--- src/button_date_editor_core_macros.svh ---
// assertion macros for the button date editor
`ifndef BUTTON_DATE_EDITOR_CORE_MACROS_SVH
`define BUTTON_DATE_EDITOR_CORE_MACROS_SVH

`ifndef SYNTHESIS

// condition holds at every edge out of reset
`define BDE_ASSERT_ALWAYS(lbl, clk, rst_n, cond, msg) \
	lbl: assert property (@(posedge clk) disable iff (!rst_n) (cond)) else $error(msg);

// consequent holds in the same cycle as the antecedent
`define BDE_ASSERT_IMPLY(lbl, clk, rst_n, ante, cons, msg) \
	lbl: assert property (@(posedge clk) disable iff (!rst_n) (ante) |-> (cons)) \
		else $error(msg);

// consequent holds in the cycle after the antecedent
`define BDE_ASSERT_NEXT(lbl, clk, rst_n, ante, cons, msg) \
	lbl: assert property (@(posedge clk) disable iff (!rst_n) (ante) |=> (cons)) \
		else $error(msg);

`else

`define BDE_ASSERT_ALWAYS(lbl, clk, rst_n, cond, msg)
`define BDE_ASSERT_IMPLY(lbl, clk, rst_n, ante, cons, msg)
`define BDE_ASSERT_NEXT(lbl, clk, rst_n, ante, cons, msg)

`endif

`endif

--- src/bde_pkg.sv ---
// types, constants and date functions shared by the date editor
`timescale 1ns / 1ps

package bde_pkg;

	localparam int YEAR_W    = 14;
	localparam int MONTH_W   = 4;
	localparam int DAY_W     = 5;
	localparam int FIELD_W   = 2;
	localparam int BTN_W     = 2;
	localparam int CFG_IDX_W = 2;

	typedef logic [YEAR_W-1:0]  year_t;
	typedef logic [MONTH_W-1:0] month_t;
	typedef logic [DAY_W-1:0]   day_t;

	typedef enum logic [FIELD_W-1:0] {
		FIELD_YEAR  = 2'd0,
		FIELD_MONTH = 2'd1,
		FIELD_DAY   = 2'd2
	} field_t;

	typedef enum logic [BTN_W-1:0] {
		BTN_UP   = 2'd0,
		BTN_DOWN = 2'd1,
		BTN_NEXT = 2'd2,
		BTN_BACK = 2'd3
	} button_t;

	localparam logic KIND_BUTTON = 1'b0;
	localparam logic KIND_ENTER  = 1'b1;

	localparam logic [CFG_IDX_W-1:0] REG_YEAR_MIN = 2'd0;
	localparam logic [CFG_IDX_W-1:0] REG_YEAR_MAX = 2'd1;

	localparam year_t  YEAR_MIN_RST = 14'd2020;
	localparam year_t  YEAR_MAX_RST = 14'd2035;
	localparam year_t  YEAR_RST     = 14'd2024;
	localparam month_t MONTH_RST    = 4'd1;
	localparam day_t   DAY_RST      = 5'd1;

	localparam month_t MONTH_FIRST = 4'd1;
	localparam month_t MONTH_LAST  = 4'd12;
	localparam day_t   DAY_FIRST   = 5'd1;

	// 25 * INV25 == 1 mod 2^14; n is a multiple of 25 iff n * INV25 mod 2^14 <= DIV25_LIM
	localparam year_t INV25     = 14'd7209;
	localparam year_t DIV25_LIM = 14'd655;

	typedef struct packed {
		year_t  year;
		month_t month;
		day_t   day;
		field_t field;
	} date_state_t;

	typedef struct packed {
		year_t year_min;
		year_t year_max;
	} year_limits_t;

	// gregorian rule: leap iff div by 4 and (not div by 100 or div by 400)
	function automatic logic is_leap(year_t y);
		logic [2*YEAR_W-1:0] prod;
		logic                div25;
		prod  = {{YEAR_W{1'b0}}, y} * {{YEAR_W{1'b0}}, INV25};
		div25 = (prod[YEAR_W-1:0] <= DIV25_LIM);
		return (y[1:0] == 2'b00) && (!div25 || (y[3:0] == 4'b0000));
	endfunction

	function automatic day_t month_length(month_t m, logic leap);
		day_t len;
		unique case (m)
			4'd4, 4'd6, 4'd9, 4'd11: len = 5'd30;
			4'd2:                    len = leap ? 5'd29 : 5'd28;
			default:                 len = 5'd31;
		endcase
		return len;
	endfunction

endpackage

--- src/bde_item_if.sv ---
// input channel: one button or enter word
`timescale 1ns / 1ps

interface bde_item_if;
	logic                       valid;
	logic                       ready;
	logic                       kind;
	logic [bde_pkg::BTN_W-1:0]  button;

	modport source (output valid, output kind, output button, input ready);
	modport sink   (input valid, input kind, input button, output ready);
endinterface

--- src/bde_result_if.sv ---
// output channel: date, field and leave flag after each word
`timescale 1ns / 1ps

interface bde_result_if;
	logic                         valid;
	logic                         ready;
	logic [bde_pkg::YEAR_W-1:0]   year_value;
	logic [bde_pkg::MONTH_W-1:0]  month_value;
	logic [bde_pkg::DAY_W-1:0]    day_value;
	logic [bde_pkg::FIELD_W-1:0]  field_sel;
	logic                         leave;

	modport source (output valid, output year_value, output month_value, output day_value,
		output field_sel, output leave, input ready);
	modport sink   (input valid, input year_value, input month_value, input day_value,
		input field_sel, input leave, output ready);
endinterface

--- src/bde_cfg_if.sv ---
// configuration write channel
`timescale 1ns / 1ps

interface bde_cfg_if;
	logic                            valid;
	logic                            ready;
	logic [bde_pkg::CFG_IDX_W-1:0]   index;
	logic [bde_pkg::YEAR_W-1:0]      data;

	modport source (output valid, output index, output data, input ready);
	modport sink   (input valid, input index, input data, output ready);
endinterface

--- src/button_date_editor_core.sv ---
// button date editor top level: input register, one step of date logic, result register
// a word goes from the input register through the step logic into the result register
// throughput: one word per cycle unless stalled; the date state updates as a word lands
// reset: arst_n clears the pipeline valids and loads 2024-01-01, year field, limits 2020..2035
// config writes always accepted; the limits are registered
`timescale 1ns / 1ps

`include "button_date_editor_core_macros.svh"

module button_date_editor_core (
	input  logic          clk,
	input  logic          arst_n,
	bde_item_if.sink      item,
	bde_result_if.source  result,
	bde_cfg_if.sink       cfg
);

	// input register stage
	logic                           valid_s1;
	logic                           kind_s1;
	logic [bde_pkg::BTN_W-1:0]      button_s1;

	// date state, which is also the result payload
	bde_pkg::date_state_t           state_q;
	logic                           leave_q;
	logic                           res_valid_q;

	bde_pkg::year_limits_t          limits;
	bde_pkg::date_state_t           state_nxt;
	logic                           leave_nxt;
	logic                           adv;
	logic                           item_acc;

	// limit registers
	bde_cfg_regs u_cfg_regs (
		.clk    (clk),
		.arst_n (arst_n),
		.cfg    (cfg),
		.limits (limits)
	);

	// step logic between the input register and the state / result register
	bde_step u_step (
		.cur    (state_q),
		.kind   (kind_s1),
		.button (button_s1),
		.limits (limits),
		.nxt    (state_nxt),
		.leave  (leave_nxt)
	);

	// the word in stage 1 moves on when the result register is empty or being drained
	assign adv      = valid_s1 && (!res_valid_q || result.ready);
	// stage 1 takes a new word when empty or emptying this cycle
	assign item.ready = !valid_s1 || adv;
	assign item_acc   = item.valid && item.ready;

	always_ff @(posedge clk or negedge arst_n) begin
		if (!arst_n) begin
			valid_s1 <= 1'b0;
		end else if (item_acc) begin
			valid_s1 <= 1'b1;
		end else if (adv) begin
			valid_s1 <= 1'b0;
		end
	end

	// payload of stage 1, no reset needed
	always_ff @(posedge clk) begin
		if (item_acc) begin
			kind_s1   <= item.kind;
			button_s1 <= item.button;
		end
	end

	// date state; its value after each word is the word's result
	always_ff @(posedge clk or negedge arst_n) begin
		if (!arst_n) begin
			state_q.year  <= bde_pkg::YEAR_RST;
			state_q.month <= bde_pkg::MONTH_RST;
			state_q.day   <= bde_pkg::DAY_RST;
			state_q.field <= bde_pkg::FIELD_YEAR;
		end else if (adv) begin
			state_q <= state_nxt;
		end
	end

	always_ff @(posedge clk) begin
		if (adv) begin
			leave_q <= leave_nxt;
		end
	end

	// result valid: set when a word lands, cleared when taken with nothing behind it
	always_ff @(posedge clk or negedge arst_n) begin
		if (!arst_n) begin
			res_valid_q <= 1'b0;
		end else if (adv) begin
			res_valid_q <= 1'b1;
		end else if (result.ready) begin
			res_valid_q <= 1'b0;
		end
	end

	assign result.valid       = res_valid_q;
	assign result.year_value  = state_q.year;
	assign result.month_value = state_q.month;
	assign result.day_value   = state_q.day;
	assign result.field_sel   = state_q.field;
	assign result.leave       = leave_q;

	// checks
	`BDE_ASSERT_NEXT(a_adv_shows, clk, arst_n, adv, result.valid, "advanced word not shown")
	`BDE_ASSERT_IMPLY(a_day_nonzero, clk, arst_n, result.valid, result.day_value != '0, "day is zero")
	`BDE_ASSERT_IMPLY(a_month_range, clk, arst_n, result.valid,
		result.month_value >= bde_pkg::MONTH_FIRST && result.month_value <= bde_pkg::MONTH_LAST,
		"month out of range")
	`BDE_ASSERT_IMPLY(a_leave_field, clk, arst_n, result.valid && result.leave,
		result.field_sel == bde_pkg::FIELD_YEAR || result.field_sel == bde_pkg::FIELD_DAY,
		"leave raised from month field")
	`BDE_ASSERT_NEXT(a_enter_year, clk, arst_n, adv && kind_s1 == bde_pkg::KIND_ENTER,
		result.field_sel == bde_pkg::FIELD_YEAR && !result.leave, "enter did not select year")

endmodule

--- src/bde_cfg_regs.sv ---
// year limit registers behind the configuration write channel
`timescale 1ns / 1ps

module bde_cfg_regs (
	input  logic                  clk,
	input  logic                  arst_n,
	bde_cfg_if.sink               cfg,
	output bde_pkg::year_limits_t limits
);

	bde_pkg::year_limits_t limits_q;

	assign cfg.ready = 1'b1;
	assign limits    = limits_q;

	always_ff @(posedge clk or negedge arst_n) begin
		if (!arst_n) begin
			limits_q.year_min <= bde_pkg::YEAR_MIN_RST;
			limits_q.year_max <= bde_pkg::YEAR_MAX_RST;
		end else if (cfg.valid) begin
			// unknown indexes are dropped
			if (cfg.index == bde_pkg::REG_YEAR_MIN) begin
				limits_q.year_min <= cfg.data;
			end else if (cfg.index == bde_pkg::REG_YEAR_MAX) begin
				limits_q.year_max <= cfg.data;
			end
		end
	end

endmodule

--- src/bde_step.sv ---
// next date, field and leave flag for one word
`timescale 1ns / 1ps

module bde_step (
	input  bde_pkg::date_state_t              cur,
	input  logic                              kind,
	input  logic [bde_pkg::BTN_W-1:0]         button,
	input  bde_pkg::year_limits_t             limits,
	output bde_pkg::date_state_t              nxt,
	output logic                              leave
);

	logic [bde_pkg::YEAR_W:0]   year_inc;
	bde_pkg::year_t             year_dec;
	bde_pkg::year_t             year_up;
	bde_pkg::year_t             year_down;
	bde_pkg::month_t            month_up;
	bde_pkg::month_t            month_down;
	bde_pkg::button_t           btn;
	bde_pkg::date_state_t       pre;
	logic                       stepped;
	logic                       day_up;
	logic                       day_down;
	bde_pkg::day_t              len;
	logic [bde_pkg::DAY_W:0]    day_inc;

	assign btn = bde_pkg::button_t'(button);

	// candidate values for each field
	always_comb begin
		year_inc = {1'b0, cur.year} + {{bde_pkg::YEAR_W{1'b0}}, 1'b1};
		year_dec = cur.year - bde_pkg::year_t'(1);
		if (year_inc > {1'b0, limits.year_max}) begin
			year_up = limits.year_min;
		end else begin
			year_up = year_inc[bde_pkg::YEAR_W-1:0];
		end
		if (cur.year == '0 || year_dec < limits.year_min) begin
			year_down = limits.year_max;
		end else begin
			year_down = year_dec;
		end
		month_up   = (cur.month >= bde_pkg::MONTH_LAST) ? bde_pkg::MONTH_FIRST
			: cur.month + bde_pkg::month_t'(1);
		month_down = (cur.month <= bde_pkg::MONTH_FIRST) ? bde_pkg::MONTH_LAST
			: cur.month - bde_pkg::month_t'(1);
	end

	// field and button decode
	always_comb begin
		pre      = cur;
		leave    = 1'b0;
		stepped  = 1'b0;
		day_up   = 1'b0;
		day_down = 1'b0;
		if (kind == bde_pkg::KIND_ENTER) begin
			pre.field = bde_pkg::FIELD_YEAR;
		end else begin
			unique case (cur.field)
				bde_pkg::FIELD_YEAR: begin
					unique case (btn)
						bde_pkg::BTN_UP: begin
							pre.year = year_up;
							stepped  = 1'b1;
						end
						bde_pkg::BTN_DOWN: begin
							pre.year = year_down;
							stepped  = 1'b1;
						end
						bde_pkg::BTN_NEXT: pre.field = bde_pkg::FIELD_MONTH;
						bde_pkg::BTN_BACK: leave     = 1'b1;
					endcase
				end
				bde_pkg::FIELD_MONTH: begin
					unique case (btn)
						bde_pkg::BTN_UP: begin
							pre.month = month_up;
							stepped   = 1'b1;
						end
						bde_pkg::BTN_DOWN: begin
							pre.month = month_down;
							stepped   = 1'b1;
						end
						bde_pkg::BTN_NEXT: pre.field = bde_pkg::FIELD_DAY;
						bde_pkg::BTN_BACK: pre.field = bde_pkg::FIELD_YEAR;
					endcase
				end
				bde_pkg::FIELD_DAY: begin
					unique case (btn)
						bde_pkg::BTN_UP: begin
							day_up  = 1'b1;
							stepped = 1'b1;
						end
						bde_pkg::BTN_DOWN: begin
							day_down = 1'b1;
							stepped  = 1'b1;
						end
						bde_pkg::BTN_NEXT: leave     = 1'b1;
						bde_pkg::BTN_BACK: pre.field = bde_pkg::FIELD_MONTH;
					endcase
				end
				default: ;
			endcase
		end
	end

	// day step and clamp; month and year are unchanged when the day steps
	always_comb begin
		len     = bde_pkg::month_length(pre.month, bde_pkg::is_leap(pre.year));
		day_inc = {1'b0, cur.day} + {{bde_pkg::DAY_W{1'b0}}, 1'b1};
		nxt     = pre;
		if (day_up) begin
			nxt.day = (day_inc > {1'b0, len}) ? bde_pkg::DAY_FIRST : day_inc[bde_pkg::DAY_W-1:0];
		end else if (day_down) begin
			nxt.day = (cur.day <= bde_pkg::DAY_FIRST) ? len : cur.day - bde_pkg::day_t'(1);
		end
		if (stepped && nxt.day > len) begin
			nxt.day = len;
		end
	end

endmodule
--- src/flat_wrapper.sv ---
// flat-port wrapper written by rule: the top's interface ports become plain ports
module button_date_editor_core_flat 
  (clk, arst_n, item_valid, item_kind, item_button, item_ready, result_valid, result_year_value, result_month_value, result_day_value, result_field_sel, result_leave, result_ready, cfg_valid, cfg_index, cfg_data, cfg_ready);
  bde_item_if item_i ();
  bde_result_if result_i ();
  bde_cfg_if cfg_i ();
  input  logic clk;
  input  logic arst_n;
  input wire logic [$bits(item_i.valid)-1:0] item_valid;
  input wire logic [$bits(item_i.kind)-1:0] item_kind;
  input wire logic [$bits(item_i.button)-1:0] item_button;
  output wire logic [$bits(item_i.ready)-1:0] item_ready;
  output wire logic [$bits(result_i.valid)-1:0] result_valid;
  output wire logic [$bits(result_i.year_value)-1:0] result_year_value;
  output wire logic [$bits(result_i.month_value)-1:0] result_month_value;
  output wire logic [$bits(result_i.day_value)-1:0] result_day_value;
  output wire logic [$bits(result_i.field_sel)-1:0] result_field_sel;
  output wire logic [$bits(result_i.leave)-1:0] result_leave;
  input wire logic [$bits(result_i.ready)-1:0] result_ready;
  input wire logic [$bits(cfg_i.valid)-1:0] cfg_valid;
  input wire logic [$bits(cfg_i.index)-1:0] cfg_index;
  input wire logic [$bits(cfg_i.data)-1:0] cfg_data;
  output wire logic [$bits(cfg_i.ready)-1:0] cfg_ready;
  assign item_i.valid = item_valid;
  assign item_i.kind = item_kind;
  assign item_i.button = item_button;
  assign item_ready = item_i.ready;
  assign result_valid = result_i.valid;
  assign result_year_value = result_i.year_value;
  assign result_month_value = result_i.month_value;
  assign result_day_value = result_i.day_value;
  assign result_field_sel = result_i.field_sel;
  assign result_leave = result_i.leave;
  assign result_i.ready = result_ready;
  assign cfg_i.valid = cfg_valid;
  assign cfg_i.index = cfg_index;
  assign cfg_i.data = cfg_data;
  assign cfg_ready = cfg_i.ready;
  button_date_editor_core u_core (.clk(clk), .arst_n(arst_n), .item(item_i), .result(result_i), .cfg(cfg_i));
endmodule
--- config.mk ---
export PLATFORM = sky130hd
export DESIGN_NAME = button_date_editor_core_flat
export DESIGN_NICKNAME = d
export VERILOG_FILES = /design/src/bde_pkg.sv /design/src/bde_item_if.sv /design/src/bde_result_if.sv /design/src/bde_cfg_if.sv /design/src/button_date_editor_core.sv /design/src/bde_cfg_regs.sv /design/src/bde_step.sv /design/src/flat_wrapper.sv
export VERILOG_INCLUDE_DIRS = /design/src /design/src/src
export SDC_FILE = /design/constraint.sdc
export NUM_CORES = 1
export LEC_CHECK = 0
export BUFFER_PORTS_ARGS = -buffer_cell sky130_fd_sc_hd__buf_2
export CAP_MARGIN = 15
export CORE_ASPECT_RATIO = 1.25
export CORE_MARGIN = 3
export CORE_UTILIZATION = 35
export CTS_CLUSTER_DIAMETER = 30
export DETAILED_ROUTE_END_ITERATION = 6
export SLEW_MARGIN = 10
export SYNTH_ARGS = -nofsm -noshare
export SYNTH_HDL_FRONTEND = slang
export SYNTH_HIERARCHICAL = 1
export SYNTH_SLANG_ARGS = --single-unit
--- constraint.sdc ---
create_clock -name clk -period 11.8 [get_ports clk]
set_input_delay 0.59 -clock clk [delete_from_list [all_inputs] [get_ports clk]]
set_output_delay 0.59 -clock clk [all_outputs]
set_load 0.005 [all_outputs]
==> Word level (Yosys, flattened, before mapping) <==
Index checks and enable logic that the tools add are counted.
{ "op_classes": {"add_sub_neg": 6, "n_mul": 1, "magnitude_cmp": 8, "n_eq_ne": 14, "muxes": 37, "bitwise_logic": 1, "n_reduce_logical": 26} }
{ "ops": {"columns": ["cell", "n"], "rows": [
  ["two-way mux 14 bit", 3],
  ["one-hot mux 14 bit (2 select lines)", 1],
  ["two-way mux 5 bit", 5],
  ["two-way mux 18 bit", 1],
  ["two-way mux 1 bit", 16],
  ["adder 14 x 1 -> 15 bit, second input constant", 1],
  ["greater-than comparator 15 x 14 -> 1 bit", 1],
  ["<= comparator 14 x 10 -> 1 bit, second input constant", 1],
  ["logical NOT 14 bit", 1],
  ["< comparator 14 bit", 1],
  ["multiplier 14 x 13 -> 14 bit, second input constant", 1],
  ["subtractor 14 x 1 -> 14 bit, second input constant", 1],
  ["two-way mux 4 bit", 3],
  ["== test 4 x 3 -> 1 bit, second input constant", 2],
  ["== test 4 bit, second input constant", 2],
  ["logical NOT 2 bit", 4],
  ["one-hot mux 2 bit (2 select lines)", 2],
  ["one-hot mux 4 bit (2 select lines)", 1],
  ["adder 5 x 1 -> 6 bit, second input constant", 1],
  ["== test 2 x 1 -> 1 bit, second input constant", 3],
  ["== test 2 bit, second input constant", 3],
  ["greater-than comparator 6 x 5 -> 1 bit", 1],
  ["two-way mux 2 bit", 3],
  ["one-hot mux 2 bit (3 select lines)", 1],
  ["25 further kinds", 34]
]} }
{ "totals": {"regBits": 59, "input_bits": 24, "out_inout_bits": 29, "elab_cells": 104} }

==> Depth between registers and ports, before layout <==
Gate-level depths: netlist of the first run.
{ "logic_depth": {"word_depth": 20, "ltp_mapped": 55, "mapped_depth_nobuf": 52} }

==> By module <==
The synthesis of the first run kept the hierarchy.
{ "modules_own_cells": {"columns": ["mod", "n_inst", "cells_per_inst", "area_per_inst_um2", "seq_area_each_um2"], "rows": [
  ["bde_step", 1, 535, 3789.9, 0.0],
  ["button_date_editor_core", 1, 65, 1237.4, 807.0],
  ["bde_cfg_regs", 1, 62, 1104.8, 720.7]
]} }

==> Worst setup path after synthesis of the first run <==
Ideal clock, no wire load.
{ "synth_timing": {"path_kind": "reg-to-reg", "start": "register u_core.state_q, in the netlist u_core/result.year_value[2]", "end": "register u_core.state_q, in the netlist u_core/result.day_value[0]", "setup_ns": 0.082, "t_arrival_ns": 10.292, "required_time_ns": 11.718, "slack_ns": 1.426, "path_stages_with_launch": 53, "n_path_buf": 3, "period_less_slack_ns": 10.374, "cell_sequence": "dfrtp_1 -> buf_6 -> or4_4 -> or3b_4 -> nor3_1 -> xor2_1 -> ha_1 -> nand4_1 -> o21bai_1 -> o32ai_1 -> a21oi_1 -> clkbuf_1 -> clkbuf_1 -> nand2_1 -> o21ai_0 -> a21oi_1 -> o21ai_0 -> ha_1 -> (+17 left out) -> nand2_1 -> o211ai_1 -> nor2_1 -> nand2_1 -> a21boi_0 -> o21ai_0 -> o31ai_1 -> inv_1 -> a311oi_1 -> a21oi_1 -> ha_1 -> nor2b_1 -> o21ai_0 -> a21oi_1 -> and4_1 -> or2_2 -> o2bb2ai_1 -> mux2_4"} }
{ "synth_lines": {"columns": ["item", "line_no", "text"], "rows": [
  ["start: declaration", "button_date_editor_core.sv:24", "bde_pkg::date_state_t state_q;"],
  ["start signal: assignment", "button_date_editor_core.sv:84", "state_q <= state_nxt;"]
]} }

==> results of run 1 <==
worst max-delay path: cells and delay by family (launching register included):
kind / cells / cell delay (ns)
AND/OR/NAND/NOR: 12 / 2.39
buffers and inverters: 8 / 0.92
flip-flops: 1 / 0.48
adder cells (fa/ha/maj): 9 / 3.30
AO/OA/AOI/OAI: 16 / 2.52
multiplexers: 2 / 0.52
XOR/XNOR: 4 / 0.72
how the worst max path moves through the flow:
stage / cells past startpoint / from / slack (ns) / to
after floorplan: 52 / u_core/result.year_value[2]$_DFFE_PN0P_ / 1.43 / u_core/result.day_value[0]$_DFFE_PN1P_
after global placement: 46 / u_core/result.year_value[1]$_DFFE_PN0P_ / 0.78 / u_core/result.day_value[1]$_DFFE_PN0P_
after detailed placement: 46 / u_core/result.year_value[3]$_DFFE_PN1P_ / 0.62 / u_core/result.day_value[0]$_DFFE_PN1P_
after CTS: 46 / u_core/result.year_value[3]$_DFFE_PN1P_ / 0.57 / u_core/result.day_value[0]$_DFFE_PN1P_
after global routing: 50 / u_core/result.year_value[3]$_DFFE_PN1P_ / 0.01 / u_core/result.day_value[0]$_DFFE_PN1P_
final: 51 / u_core/result.year_value[1]$_DFFE_PN0P_ / 0.87 / u_core/result.day_value[0]$_DFFE_PN1P_
layout by cell type (no fill, tap or decap), types with 19 or more instances in the layout:
master and n:
ha_1 78, inv_1 76, buf_2 51, nand2_1 45
a21oi_1 37, nor2_1 36, mux2_2 35, dfrtp_1 28
dfstp_2 25, o21ai_0 24, xnor2_1 24, mux2_4 19
through the flow:
step / instance area (µm²) / util [%] / setup slack, ns
5_1_grt: 6860 / 40.4 / 0.0114
6_report: 6860 / 40.4 / 0.873
2_1_floorplan: 6130 / - / 1.43
3_5_place_dp: 6550 / 38.6 / 0.616
3_3_place_gp: 6550 / 38.6 / 0.777
4_1_cts: 6830 / 40.2 / 0.570
sequential cells by signal (all words and copies together) (netlist names):
signal / count
u_core/result.field_sel: 2
u_core/u_cfg_regs/limits: 28
u_core/valid_s1: 1
u_core/result.year_value: 14
u_core/button_s1: 2
u_core/result.day_value: 5
u_core/result.valid: 1
u_core/result.month_value: 4
u_core/kind_s1: 1
u_core/result.leave: 1
per-layer routing:
metal / part of all wire (%) / vias to the layer above
met1: 45 / 2320
met2: 49 / 89
li1: - / 2406
met3: 3.8 / 28
met4: 2.4 / 0
met5: 0 / -
kinds of logic after synthesis:
family	share of synthesized area [%]
AO/OA/AOI/OAI	13.3
XOR/XNOR	6.20
adder cells (fa/ha/maj)	19.5
buffers and inverters	7.75
flip-flops	24.9
multiplexers	13.2
other	0.0612
AND/OR/NAND/NOR	15.0
area by class of cell:
type | count | area (µm²) | area share, %
inverters | 77 | 289 | 4.22
clock inverters | 4 | 25.0 | 0.365
flip-flops and latches | 59 | 1530 | 22.3
repair buffers | 62 | 338 | 4.93
multi-input cells | 490 | 4140 | 60.4
well taps | 220 | 275 | 4.01
clock buffers | 12 | 256 | 3.74
timing repair:
action,in CTS,in global routing
hold buffers,0,0
endpoints found under the hold margin,0,0
setup endpoints to repair,0,2
gates resized for setup,0,4
setup buffers,0,1
Yosys cell counts (all sizes together) (6+ instances only):
cell type  instances  area, µm²
nor4               6       43.8
nor2              36        135
xnor2             24        210
dfstp             25        657
inv               76        285
mux2              54        679
dfrtp             30        751
o21ai             25        125
and3               6       37.5
a21oi             38        194
a211oi            15        113
nand3             14       70.1
fa                11        220
clkbuf            20       75.1
ha                78        976
nor2b              6       37.5
xor2              16        148
mux2i             13        130
nor3              16       91.3
buf               16        111
nand2             46        180
==> results.sh, run 1 <==
export IMPL_status="completed"
export IMPL_hpwlAfterDp_um=11500
export IMPL_worst_pin_slew_ns=1.15
export IMPL_dr_total_vias=4843
export IMPL_root_buffer="clkbuf_16"
export IMPL_cpMaxStageDelayCell="or4_4"
export IMPL_gp_congestion=0.893
export IMPL_hold_viol_final=0
export IMPL_finalCriticalPeriod_ns=10.93
export IMPL_num_io_pins=53
export IMPL_cts_sinks=59
export IMPL_endpoint_kind="flip-flop"
export IMPL_clockBufferDepth=2
export IMPL_critPathKind="reg -> reg"
export IMPL_clk_pin_slew_ns=0.05
export IMPL_netlist_area_um2=6130
export IMPL_die_h_um=154
export IMPL_rows=53
export IMPL_setup_viol=0
export IMPL_numCtsBuffers=9
export IMPL_yosys_warnings=6
export IMPL_path_common_cell="ha_1"
export IMPL_tns_ns=0
export IMPL_io_buffers=51
export IMPL_cts_tree="yes"
export IMPL_layout_drive_gt1_share_pct=25.1
export IMPL_cp_required_ns=12.07
export IMPL_finalCritPeriodShare_pct=92.6
export IMPL_fp_dieArea_um2=19200
export IMPL_synth_seq_area_share_pct=24.9
export IMPL_nNetsFinal=812
export IMPL_synth_cells=662
export IMPL_worst_r2r_cell_count=51
export IMPL_drv_slew=0
export IMPL_grtUsageTotal_pct=15.8
export IMPL_met3_usage_pct=4.13
export IMPL_gr_usage_met1_pct=19.4
export IMPL_slew_headroom_pct=23.4
export IMPL_synth_nets=775
export IMPL_grt_pass1_vias=4724
export IMPL_hold_worst_slack_ns=0.408
export IMPL_postSynthAreaPerCell_um2=9.26
export IMPL_dpl_cell_count=907
export IMPL_synth_edf_count=4
export IMPL_drtIter0Drc=243
export IMPL_clk_latency_ns=0.34
export IMPL_ys_ff_latch=59
export IMPL_die_w_um=124
export IMPL_grt_pass1_wl_um=24600
export IMPL_wire_per_inst_um=16.1
export IMPL_final_cells=924
export IMPL_maxCapViolCount=0
export IMPL_busiest_layer="met2"
export IMPL_grt_max_degree=56
export IMPL_overflow=0
export IMPL_diodes=0
export IMPL_syn_to_final_growth_pct=11.8
export IMPL_rr_startpoint="u_core/result.year_value[1]$_DFFE_PN0P_"
export IMPL_antenna_found_initial=0
export IMPL_drtAntennaViolNets=0
export IMPL_reg2reg_slack_ns=0.87
export IMPL_fmaxAchievable_mhz=91.5
export IMPL_gr_usage_met2_pct=27.1
export IMPL_wl_um=14900
export IMPL_core_um2=17000
export IMPL_n_fill_cell=1745
export IMPL_initial_core_util_pct=36.1
export IMPL_synthFlopType="dfrtp_1"
export IMPL_routed_via_density=5.24
export IMPL_htreeDepth=3
export IMPL_cp_data_arrival_time_ns=11.20
export IMPL_r2r_end="u_core/result.day_value[0]$_DFFE_PN1P_"
export IMPL_critPathMaxFanout=13
export IMPL_rsz0062_at_grt="false"
export IMPL_cp_start_kind="flip-flop"
export IMPL_ys_types=77
export IMPL_drc=0
export IMPL_finalClockSkew_ns=0.00816
export IMPL_async_flop_share_pct=93.2
export IMPL_hold_path_class="in -> async"
export IMPL_cpPeakStageDelay_ns=0.57
export IMPL_firstDrtPassIters=4
Power of run 1 is not shown: default switching activity piles up to over one toggle a cycle in this logic, so the estimate is an artifact.
==> run 2: changes to the inputs <==
SYNTH_HIERARCHICAL = default   (was 1)
==> run 2 against run 1 <==
Net effect:
- final cell count up 5.2%
- first-iteration DRC count rose by 22%
- sequential share of layout area up 0.41 points
- core utilization increased by 0.45 points
- critical path type unchanged
- largest cell class unchanged
==> results.sh, run 2 <==
export IMPL_cpPeakStageDelay_ns=0.52
export IMPL_synth_edf_count=4
export IMPL_synth_top_cell_area_share_pct=16.5
export IMPL_drtAntennaViolNets=0
export IMPL_grt_pass1_wl_um=25400
export IMPL_worst_pin_slew_ns=0.789
export IMPL_leakagePower_uw=0.00328
export IMPL_power_per_cell_area_nw_per_um2=340
export IMPL_slew_headroom_pct=47.2
export IMPL_reg2reg_slack_ns=1.04
export IMPL_synth_area_leader_cell="ha_1"
export IMPL_wl_um=15600
export IMPL_nNetsFinal=865
export IMPL_largest_reg_flops=28
export IMPL_regArea_um2=1530
export IMPL_rows=52
export IMPL_initial_core_util_pct=36.3
export IMPL_grtUsageTotal_pct=17.1
export IMPL_hold_buffers=0
export IMPL_wire_per_inst_um=16.0
export IMPL_cts_tree="yes"
export IMPL_die_h_um=152
export IMPL_synth_area_mux_share_pct=6.07
export IMPL_cp_data_arrival_time_ns=10.96
export IMPL_rr_startpoint="u_core.result.year_value[4]$_DFFE_PN0P_"
export IMPL_synth_nets=828
export IMPL_finalClockSkew_ns=0.00749
export IMPL_setup_viol=0
export IMPL_max_vdd_ir_drop_mv=0.179
export IMPL_postSynthAreaPerCell_um2=8.37
export IMPL_htreeDepth=3
export IMPL_fmaxAchievable_mhz=92.9
export IMPL_async_flop_share_pct=93.2
export IMPL_synth_fa_ha_area_share_pct=20.2
export IMPL_mostFrequentLayoutCell="nand2_1"
export IMPL_io_buffers=51
export IMPL_routed_via_density=5.25
export IMPL_firstDrtPassIters=5
export IMPL_ys_types=75
export IMPL_cpMaxStageDelayCell="dfrtp_1"
export IMPL_clk_pin_slew_ns=0.06
export IMPL_grt_pass1_vias=4928
export IMPL_synth_xor_area_share_pct=5.63
export IMPL_worst_r2r_cell_count=41
export IMPL_dr_total_vias=5104
export IMPL_hold_worst_slack_ns=0.403
export IMPL_numCtsBuffers=9
export IMPL_drc=0
export IMPL_synthFlopType="dfrtp_1"
export IMPL_ys_ff_latch=59
export IMPL_critPathKind="reg -> reg"
export IMPL_overflow=0
export IMPL_final_cell_mix="101 x nand2_1, 82 x inv_1, 79 x ha_1"
export IMPL_yosysMostFrequentCell="nand2_1"
export IMPL_rsz0062_at_grt="false"
export IMPL_gp_congestion=0.882
export IMPL_multi_input_area_um2=3990
export IMPL_synth_compound_area_share_pct=16.7
export IMPL_core_um2=16500
export IMPL_die_w_um=123
export IMPL_finalCritPeriodShare_pct=91.2
export IMPL_drtIter0Drc=297
export IMPL_synthTopCellsByCount="101 x nand2_1, 82 x inv_1, 79 x ha_1, 63 x o21ai_0, 38 x nor2_1"
export IMPL_synth_cells=714
export IMPL_fp_dieArea_um2=18700
export IMPL_cp_required_ns=12.00
export IMPL_grt_max_degree=56
export IMPL_tns_ns=0
export IMPL_synth_seq_area_share_pct=25.6
export IMPL_netlist_area_um2=5980
export IMPL_critPathMaxFanout=12
export IMPL_maxCapViolCount=0
export IMPL_clk_latency_ns=0.33
export IMPL_n_fill_cell=1666
export IMPL_synth_area_leaders="ha_1 17%, dfrtp_1 13%, dfstp_2 11%"
export IMPL_synth_top_family_by_area="adder cells"
export IMPL_cp_start_kind="flip-flop"
export IMPL_antenna_found_initial=0
export IMPL_hold_viol_final=0
export IMPL_hpwlAfterDp_um=12200
export IMPL_endpoint_kind="flip-flop"
export IMPL_hold_path_class="in -> async"
export IMPL_yosys_warnings=0
export IMPL_layout_drive_gt1_share_pct=18.4
export IMPL_status="completed"
export IMPL_clockBufferDepth=2
export IMPL_cts_sinks=59
export IMPL_root_buffer="clkbuf_16"
export IMPL_synthSimpleGateAreaFrac_pct=17.8
export IMPL_diodes=0
export IMPL_path_common_cell="ha_1"
export IMPL_r2r_end="u_core.result.day_value[1]$_DFFE_PN0P_"
export IMPL_drv_slew=0
export IMPL_syn_to_final_growth_pct=12.5
export IMPL_finalCriticalPeriod_ns=10.76
export IMPL_num_io_pins=53
-- run 2: critical path: cells and delay by family (launching register included) --
kind	cells	cell delay [ns]
AO/OA/AOI/OAI	12	3.02
XOR/XNOR	4	0.94
adder cells (fa/ha/maj)	9	3.05
buffers and inverters	5	0.47
flip-flops	1	0.52
multiplexers	2	0.38
AND/OR/NAND/NOR	9	2.23
-- run 2: layout make-up --
cell class	count	area share [%]
timing repair buffer	61	4.91
sequential	59	22.7
clock inverter	4	0.335
clock buffer	12	3.98
tap	216	4.02
multi-input combinational	537	59.4
inverter	83	4.63
-- run 2: routing by layer --
layer | track usage, % | part of all wire [%] | vias to the layer above
met5 | 0 | 0 | -
met4 | 6.46 | 3.1 | 0
met3 | 2.34 | 3.3 | 37
met2 | 28.6 | 49 | 110
met1 | 22.3 | 44 | 2412
li1 | - | - | 2545
-- run 2: cell families (layout without fill, tap and decap cells) --
logic type	count (synthesis)	in the layout
flip-flops	59	59
XOR/XNOR	36	36
AND/OR/NAND/NOR	219	219
buffers and inverters	118	160
other	1	1
adder cells (fa/ha/maj)	90	90
multiplexers	34	34
AO/OA/AOI/OAI	157	157
-- run 2: worst max path at each step --
stage | startpoint | slack [ns] | end | cells after the start
final | u_core.result.year_value[4]$_DFFE_PN0P_ | 1.04 | u_core.result.day_value[1]$_DFFE_PN0P_ | 41
after global routing | u_core.result.year_value[2]$_DFFE_PN0P_ | 0.05 | u_core.result.day_value[1]$_DFFE_PN0P_ | 43
after CTS | u_core.result.year_value[4]$_DFFE_PN0P_ | 0.84 | u_core.result.day_value[1]$_DFFE_PN0P_ | 40
after detailed placement | u_core.result.year_value[4]$_DFFE_PN0P_ | 0.87 | u_core.result.day_value[1]$_DFFE_PN0P_ | 40
after global placement | u_core.result.year_value[4]$_DFFE_PN0P_ | 0.95 | u_core.result.day_value[1]$_DFFE_PN0P_ | 40
after floorplan | u_core.result.year_value[6]$_DFFE_PN1P_ | 1.70 | u_core.result.day_value[1]$_DFFE_PN0P_ | 45
-- run 2: metrics by stage --
| stage | instance area, µm² | power, µW | instances | setup slack [ns] | utilization (%) |
|---|---|---|---|---|---|
| 6_report | 6720 | 2280 | 972 | 1.04 | 40.8 |
| 2_1_floorplan | 5980 | 1640 | 714 | 1.70 | - |
| 5_1_grt | 6720 | 2550 | 972 | 0.0486 | 40.8 |
| 3_3_place_gp | 6420 | 2010 | 956 | 0.954 | 39.0 |
| 3_5_place_dp | 6420 | 2020 | 956 | 0.869 | 39.0 |
| 4_1_cts | 6710 | 2300 | 972 | 0.841 | 40.8 |
-- run 2: what timing repair did --
item                       in CTS  in global routing
buffers inserted                0                  0
setup endpoints to repair       0                  2
gates resized for setup         0                  3
-- run 2: power breakdown --
group	leakage (µW)	switching, µW	internal, µW
Combinational	0.00247	872	742
Sequential	0.000672	135	280
Clock	0.000143	97.0	159
Power figures use the tool's default switching activity.
